<file path="src/rtl/hse_pkg.sv">
// Shared types, constants and SHA-256 helper functions for the HMAC engine.
package hse_pkg;

  localparam logic [63:0] IPAD_WORD = 64'h3636363636363636;
  localparam logic [63:0] OPAD_WORD = 64'h5c5c5c5c5c5c5c5c;
  localparam int KEY_WORDS = 8;

  // Queue entry passed from the front to the back.
  typedef struct packed {
    logic [7:0] message_byte;
    logic       is_last;
    logic       empty_message;
  } hse_item_t;

  typedef logic [31:0] word_t;
  typedef logic [255:0] digest_t;

  localparam logic [255:0] SHA_IV = {
    32'h6a09e667, 32'hbb67ae85, 32'h3c6ef372, 32'ha54ff53a,
    32'h510e527f, 32'h9b05688c, 32'h1f83d9ab, 32'h5be0cd19};

  function automatic logic [31:0] round_k(input logic [5:0] t);
    logic [31:0] k;
    begin
      case (t)
        6'd0: k = 32'h428a2f98; 6'd1: k = 32'h71374491; 6'd2: k = 32'hb5c0fbcf;
        6'd3: k = 32'he9b5dba5; 6'd4: k = 32'h3956c25b; 6'd5: k = 32'h59f111f1;
        6'd6: k = 32'h923f82a4; 6'd7: k = 32'hab1c5ed5; 6'd8: k = 32'hd807aa98;
        6'd9: k = 32'h12835b01; 6'd10: k = 32'h243185be; 6'd11: k = 32'h550c7dc3;
        6'd12: k = 32'h72be5d74; 6'd13: k = 32'h80deb1fe; 6'd14: k = 32'h9bdc06a7;
        6'd15: k = 32'hc19bf174; 6'd16: k = 32'he49b69c1; 6'd17: k = 32'hefbe4786;
        6'd18: k = 32'h0fc19dc6; 6'd19: k = 32'h240ca1cc; 6'd20: k = 32'h2de92c6f;
        6'd21: k = 32'h4a7484aa; 6'd22: k = 32'h5cb0a9dc; 6'd23: k = 32'h76f988da;
        6'd24: k = 32'h983e5152; 6'd25: k = 32'ha831c66d; 6'd26: k = 32'hb00327c8;
        6'd27: k = 32'hbf597fc7; 6'd28: k = 32'hc6e00bf3; 6'd29: k = 32'hd5a79147;
        6'd30: k = 32'h06ca6351; 6'd31: k = 32'h14292967; 6'd32: k = 32'h27b70a85;
        6'd33: k = 32'h2e1b2138; 6'd34: k = 32'h4d2c6dfc; 6'd35: k = 32'h53380d13;
        6'd36: k = 32'h650a7354; 6'd37: k = 32'h766a0abb; 6'd38: k = 32'h81c2c92e;
        6'd39: k = 32'h92722c85; 6'd40: k = 32'ha2bfe8a1; 6'd41: k = 32'ha81a664b;
        6'd42: k = 32'hc24b8b70; 6'd43: k = 32'hc76c51a3; 6'd44: k = 32'hd192e819;
        6'd45: k = 32'hd6990624; 6'd46: k = 32'hf40e3585; 6'd47: k = 32'h106aa070;
        6'd48: k = 32'h19a4c116; 6'd49: k = 32'h1e376c08; 6'd50: k = 32'h2748774c;
        6'd51: k = 32'h34b0bcb5; 6'd52: k = 32'h391c0cb3; 6'd53: k = 32'h4ed8aa4a;
        6'd54: k = 32'h5b9cca4f; 6'd55: k = 32'h682e6ff3; 6'd56: k = 32'h748f82ee;
        6'd57: k = 32'h78a5636f; 6'd58: k = 32'h84c87814; 6'd59: k = 32'h8cc70208;
        6'd60: k = 32'h90befffa; 6'd61: k = 32'ha4506ceb; 6'd62: k = 32'hbef9a3f7;
        default: k = 32'hc67178f2;
      endcase
      return k;
    end
  endfunction

  function automatic logic [31:0] rotr(input logic [31:0] x, input int n);
    return (x >> n) | (x << (32 - n));
  endfunction

endpackage

</file>
<file path="src/rtl/hse_front.sv">
// Input stage: registers each accepted item into a small queue for the back end.
module hse_front #(
  parameter int DEPTH = 2
) (
  input  logic              clk,
  input  logic              rst,
  input  logic              in_valid,
  output logic              in_stall,
  input  hse_pkg::hse_item_t in_item,
  output logic              q_valid,
  input  logic              q_pop,
  output hse_pkg::hse_item_t q_item
);
  import hse_pkg::*;

  localparam int AW = (DEPTH > 1) ? $clog2(DEPTH) : 1;

  hse_item_t      slots [DEPTH];
  logic [AW-1:0]  wr_ptr;
  logic [AW-1:0]  rd_ptr;
  logic [AW:0]    count;
  logic           push;

  assign in_stall = (count == (AW+1)'(DEPTH));
  assign push     = in_valid && !in_stall;
  assign q_valid  = (count != '0);
  assign q_item   = slots[rd_ptr];

  always_ff @(posedge clk) begin
    if (rst) begin
      wr_ptr <= '0;
      rd_ptr <= '0;
      count  <= '0;
    end else begin
      if (push) begin
        wr_ptr <= (wr_ptr == AW'(DEPTH - 1)) ? '0 : wr_ptr + 1'b1;
      end
      if (q_pop) begin
        rd_ptr <= (rd_ptr == AW'(DEPTH - 1)) ? '0 : rd_ptr + 1'b1;
      end
      count <= count + (push ? 1'b1 : 1'b0) - (q_pop ? 1'b1 : 1'b0);
    end
  end

  always_ff @(posedge clk) begin
    if (push) begin
      slots[wr_ptr] <= in_item;
    end
  end
endmodule

</file>
<file path="config.mk">
export PLATFORM = sky130hd
export DESIGN_NAME = hse_front
export DESIGN_NICKNAME = d
export VERILOG_FILES = /design/src/rtl/hse_pkg.sv /design/src/rtl/hse_front.sv
export SDC_FILE = /design/constraint.sdc
export NUM_CORES = 1
export LEC_CHECK = 0
export BUFFER_PORTS_ARGS = -buffer_cell sky130_fd_sc_hd__buf_4
export CORE_MARGIN = 5
export CORE_UTILIZATION = 25
export DETAILED_ROUTE_END_ITERATION = 10
export GPL_TIMING_DRIVEN = 1
export SLEW_MARGIN = 10
export SYNTH_ARGS = -nofsm -noshare
export SYNTH_HDL_FRONTEND = slang
export SYNTH_SLANG_ARGS = --single-unit
</file>
<file path="constraint.sdc">
create_clock -name clk -period 3.4 [get_ports clk]
set_clock_uncertainty 0.2 [all_clocks]
set_input_delay 0.85 -clock clk [delete_from_list [all_inputs] [get_ports clk]]
set_output_delay 0.85 -clock clk [all_outputs]
set_load 0.01 [all_outputs]
</file>
==> impl_results.md <==
* Mapped Cells at 56
* Crit. End Element: output pin
* Number of synthesis warnings at 0
* Hold depth at 2
* IO Pins at 26
* Iteration-0 DRC count of the detailed router at 12
* Setup crit start kind: flip-flop
* Crit-path cells: mux2_2 > buf_4
* Sinks on Clock Net at 25
* DR DRC count at 0
* WHS at 0.293 ns
* Synth Area in Simple Gates at 5.30%
* Rows at 22
* Final setup vio count at 0
* Vias at 515
* CORE AREA at 3660 sq um
* RSZ-0062 raised after global routing: no
* Crit-path leading delay family: flip-flops
* Routed wire per std cell at 11.6 um
* Post-synth EDFFs at 20
* Max_slew headroom at 71.4%
* Slowest stage cell on the critical path: dfxtp_1
* Clock transition at path regs at 0.08 ns
* Hold Path Class: reg -> reg
* Crit path buf inv count at 1
* Reg2reg start: count[0]
* Reg2reg end: slots[0][4]
* Final period utilization at 71.5%
* Main combinational cell family by area after synthesis: multiplexers
* Final ANT Viol Nets at 0
* Maximum root-to-sink buffer count at 2
* Clk_lat worst skew at 0.26 ns
* Leakage at 0.491 nW
* Final Hold Viols at 0
* Hold EP: wr_ptr
* Postcts setup bufs at 0
* Async S/R FF share, synth at 0%
* Area leader, netlist: edfxtp_1
* Initial antenna violation count at 0
* Setup tns final at 0 ns
* Chip Width at 71.5 um
* I/O Buffers at 25
* DP Area at 1190 sq um
* Top post-synthesis cells by count: 20 x edfxtp_1, 10 x mux2_2, 5 x dfxtp_1, 3 x inv_1, 3 x nor2_1
* FF+latch count, synth at 25
* Initial Util at 25.8%
* Area growth from synthesis to layout at 30.6%
* Status: complete, no violations
* Worst Tran Pin Value at 0.428 ns
* Post-CTS Hold Fix Bufs at 0
* Top-count cell post-synth: edfxtp_1
* Syn_area_per_cell at 16.9 sq um
* Worst path required time at 2.35 ns
* Max capacitance violation total at 0
* Top FF cell, synth: edfxtp_1
* Post-DP HPWL at 1200 um
* CTS root buffer: clkbuf_8
* PD cells at 604 nW/um^2
* Reg2Reg Setup Slack at 1.70 ns
* Worst r2r path cells at 4
* Crit-path max cell delay at 0.59 ns
* Synth Area in Adders at 2.65%
* Max-slew violations at 0
* Number of global-route vias before repair at 620
* VDD IR-drop max at 0.222 mV
* Data arrival, critical path at 1.38 ns
* ANT cells at 0
* Hold_sp: wr_ptr
* GR Util All Layers at 6.49%
* Crit path time final at 2.43 ns
* Cell Area, Synth at 945 sq um
* CTS tree: yes
* Max Freq at 411 MHz
* Xor-xnor portion of the synthesized cell area at 2.78%
* Die ar. at 5110 sq um
* Global-route wire length before repair at 2620 um
* Sequential share of the synthesized area at 74.2%
* Layout cells sized above 1 at 51.2%
* Synth top area share at 63.6%
* CTS Buf Count at 3
* Largest net degree at the start of global routing at 15
* GPL Wtd Cong at 0.566
* Worst Path Max Fanout at 10
* WS Path Type: reg -> out
* Distinct cell type count after synthesis at 18
* Die height at 71.5 um
* Post-layout nets at 101
* CTS resizes at 0
* Vias per inst at 3.90
* Routed wire length at 1530 um
* Final non-filler cell area at 1230 sq um
* GRT Residual Overflow at 0
* Compound-cell area share of the yosys netlist at 1.06%
* DRT Pass-1 Iters at 2
* Synth Net Count at 72
* Synth top area cells: edfxtp_1 64%, mux2_2 12%, dfxtp_1 11%
* H-tree levels at 1
* Mux contribution to synthesized area at 11.9%
==> final cells by class <==
cell class,count,area [sq um]
fillers,374,2430
flip-flops and latches,25,701
multi-input cells,26,224
repair buffers,25,188
well taps,48,60.1
clock buffers,3,41.3
inverters,4,15.0
clock inverters,1,5.00
==> through the flow <==
step | util [%] | std cells | setup WS (ns) | total power, mW
2_1_floorplan | - | 56 | 1.41 | 0.509
3_3_place_gp | 32.4 | 128 | 1.19 | 0.588
3_5_place_dp | 32.4 | 128 | 1.15 | 0.595
4_1_cts | 33.7 | 132 | 0.926 | 0.760
5_1_grt | 33.7 | 132 | 0.866 | 0.789
6_report | 33.7 | 132 | 0.968 | 0.745
==> worst reg2reg max path: cells and delay by family, from the launching register on <==
| kind | cells | cell delay, ns |
|---|---|---|
| buf+inv | 2 | 0.35 |
| flops | 1 | 0.34 |
| simple gates | 2 | 0.48 |
==> logic make-up after synthesis <==
family          count (synthesis)
compound gates                  2
xor+xnor                        3
fa+ha+maj                       2
buf+inv                         5
flops                          25
mux                            10
simple gates                    9
==> placed cells by master, fill, tap and decap left out <==
cell type / instances
a21oi_1: 1
and3_2: 1
buf_4: 25
clkbuf_8: 3
clkinv_2: 1
dfxtp_1: 5
edfxtp_1: 20
ha_1: 2
inv_1: 3
inv_2: 1
mux2_2: 10
nand2_1: 1
nand2b_2: 1
nor2_1: 3
nor2b_1: 1
o21ai_0: 1
or2_2: 1
or3_1: 1
xnor2_1: 2
xor2_1: 1
==> how the worst max path moves through the flow <==
| stage | cells past startpoint | endpoint | slack, ns | startpoint |
|---|---|---|---|---|
| global route | 2 | q_item[6] | 0.87 | flip-flop |
| global placement | 4 | slots[0][1] | 1.19 | in_valid |
| detailed placement | 4 | slots[0][6] | 1.15 | in_valid |
| CTS | 2 | q_item[3] | 0.93 | flip-flop |
| floorplan | 3 | slots[0][0] | 1.41 | in_valid |
| finish | 2 | q_item[5] | 0.97 | flip-flop |
==> flip-flops by register name, summed over array words and instances (netlist names), named ones only <==
signal  cells
slots      20
rd_ptr      1
wr_ptr      1
count       2
==> layer usage <==
metal | vias to the layer above | global-route usage, % | routed length [um] | part of all wire, %
li1 | 255 | - | - | -
met1 | 245 | 6.01 | 580 | 38
met2 | 13 | 12.4 | 825 | 54
met3 | 2 | 2.24 | 105 | 6.9
met4 | 0 | 3.13 | 14 | 0.92
met5 | - | 0 | 0 | 0
==> where the power goes <==
part	internal, mW	switching [mW]	leakage [nW]
clock network	0.0815	0.0829	0.0255
logic	0.0975	0.0829	0.237
registers	0.382	0.0186	0.228
(Power assumes the default switching activity.)
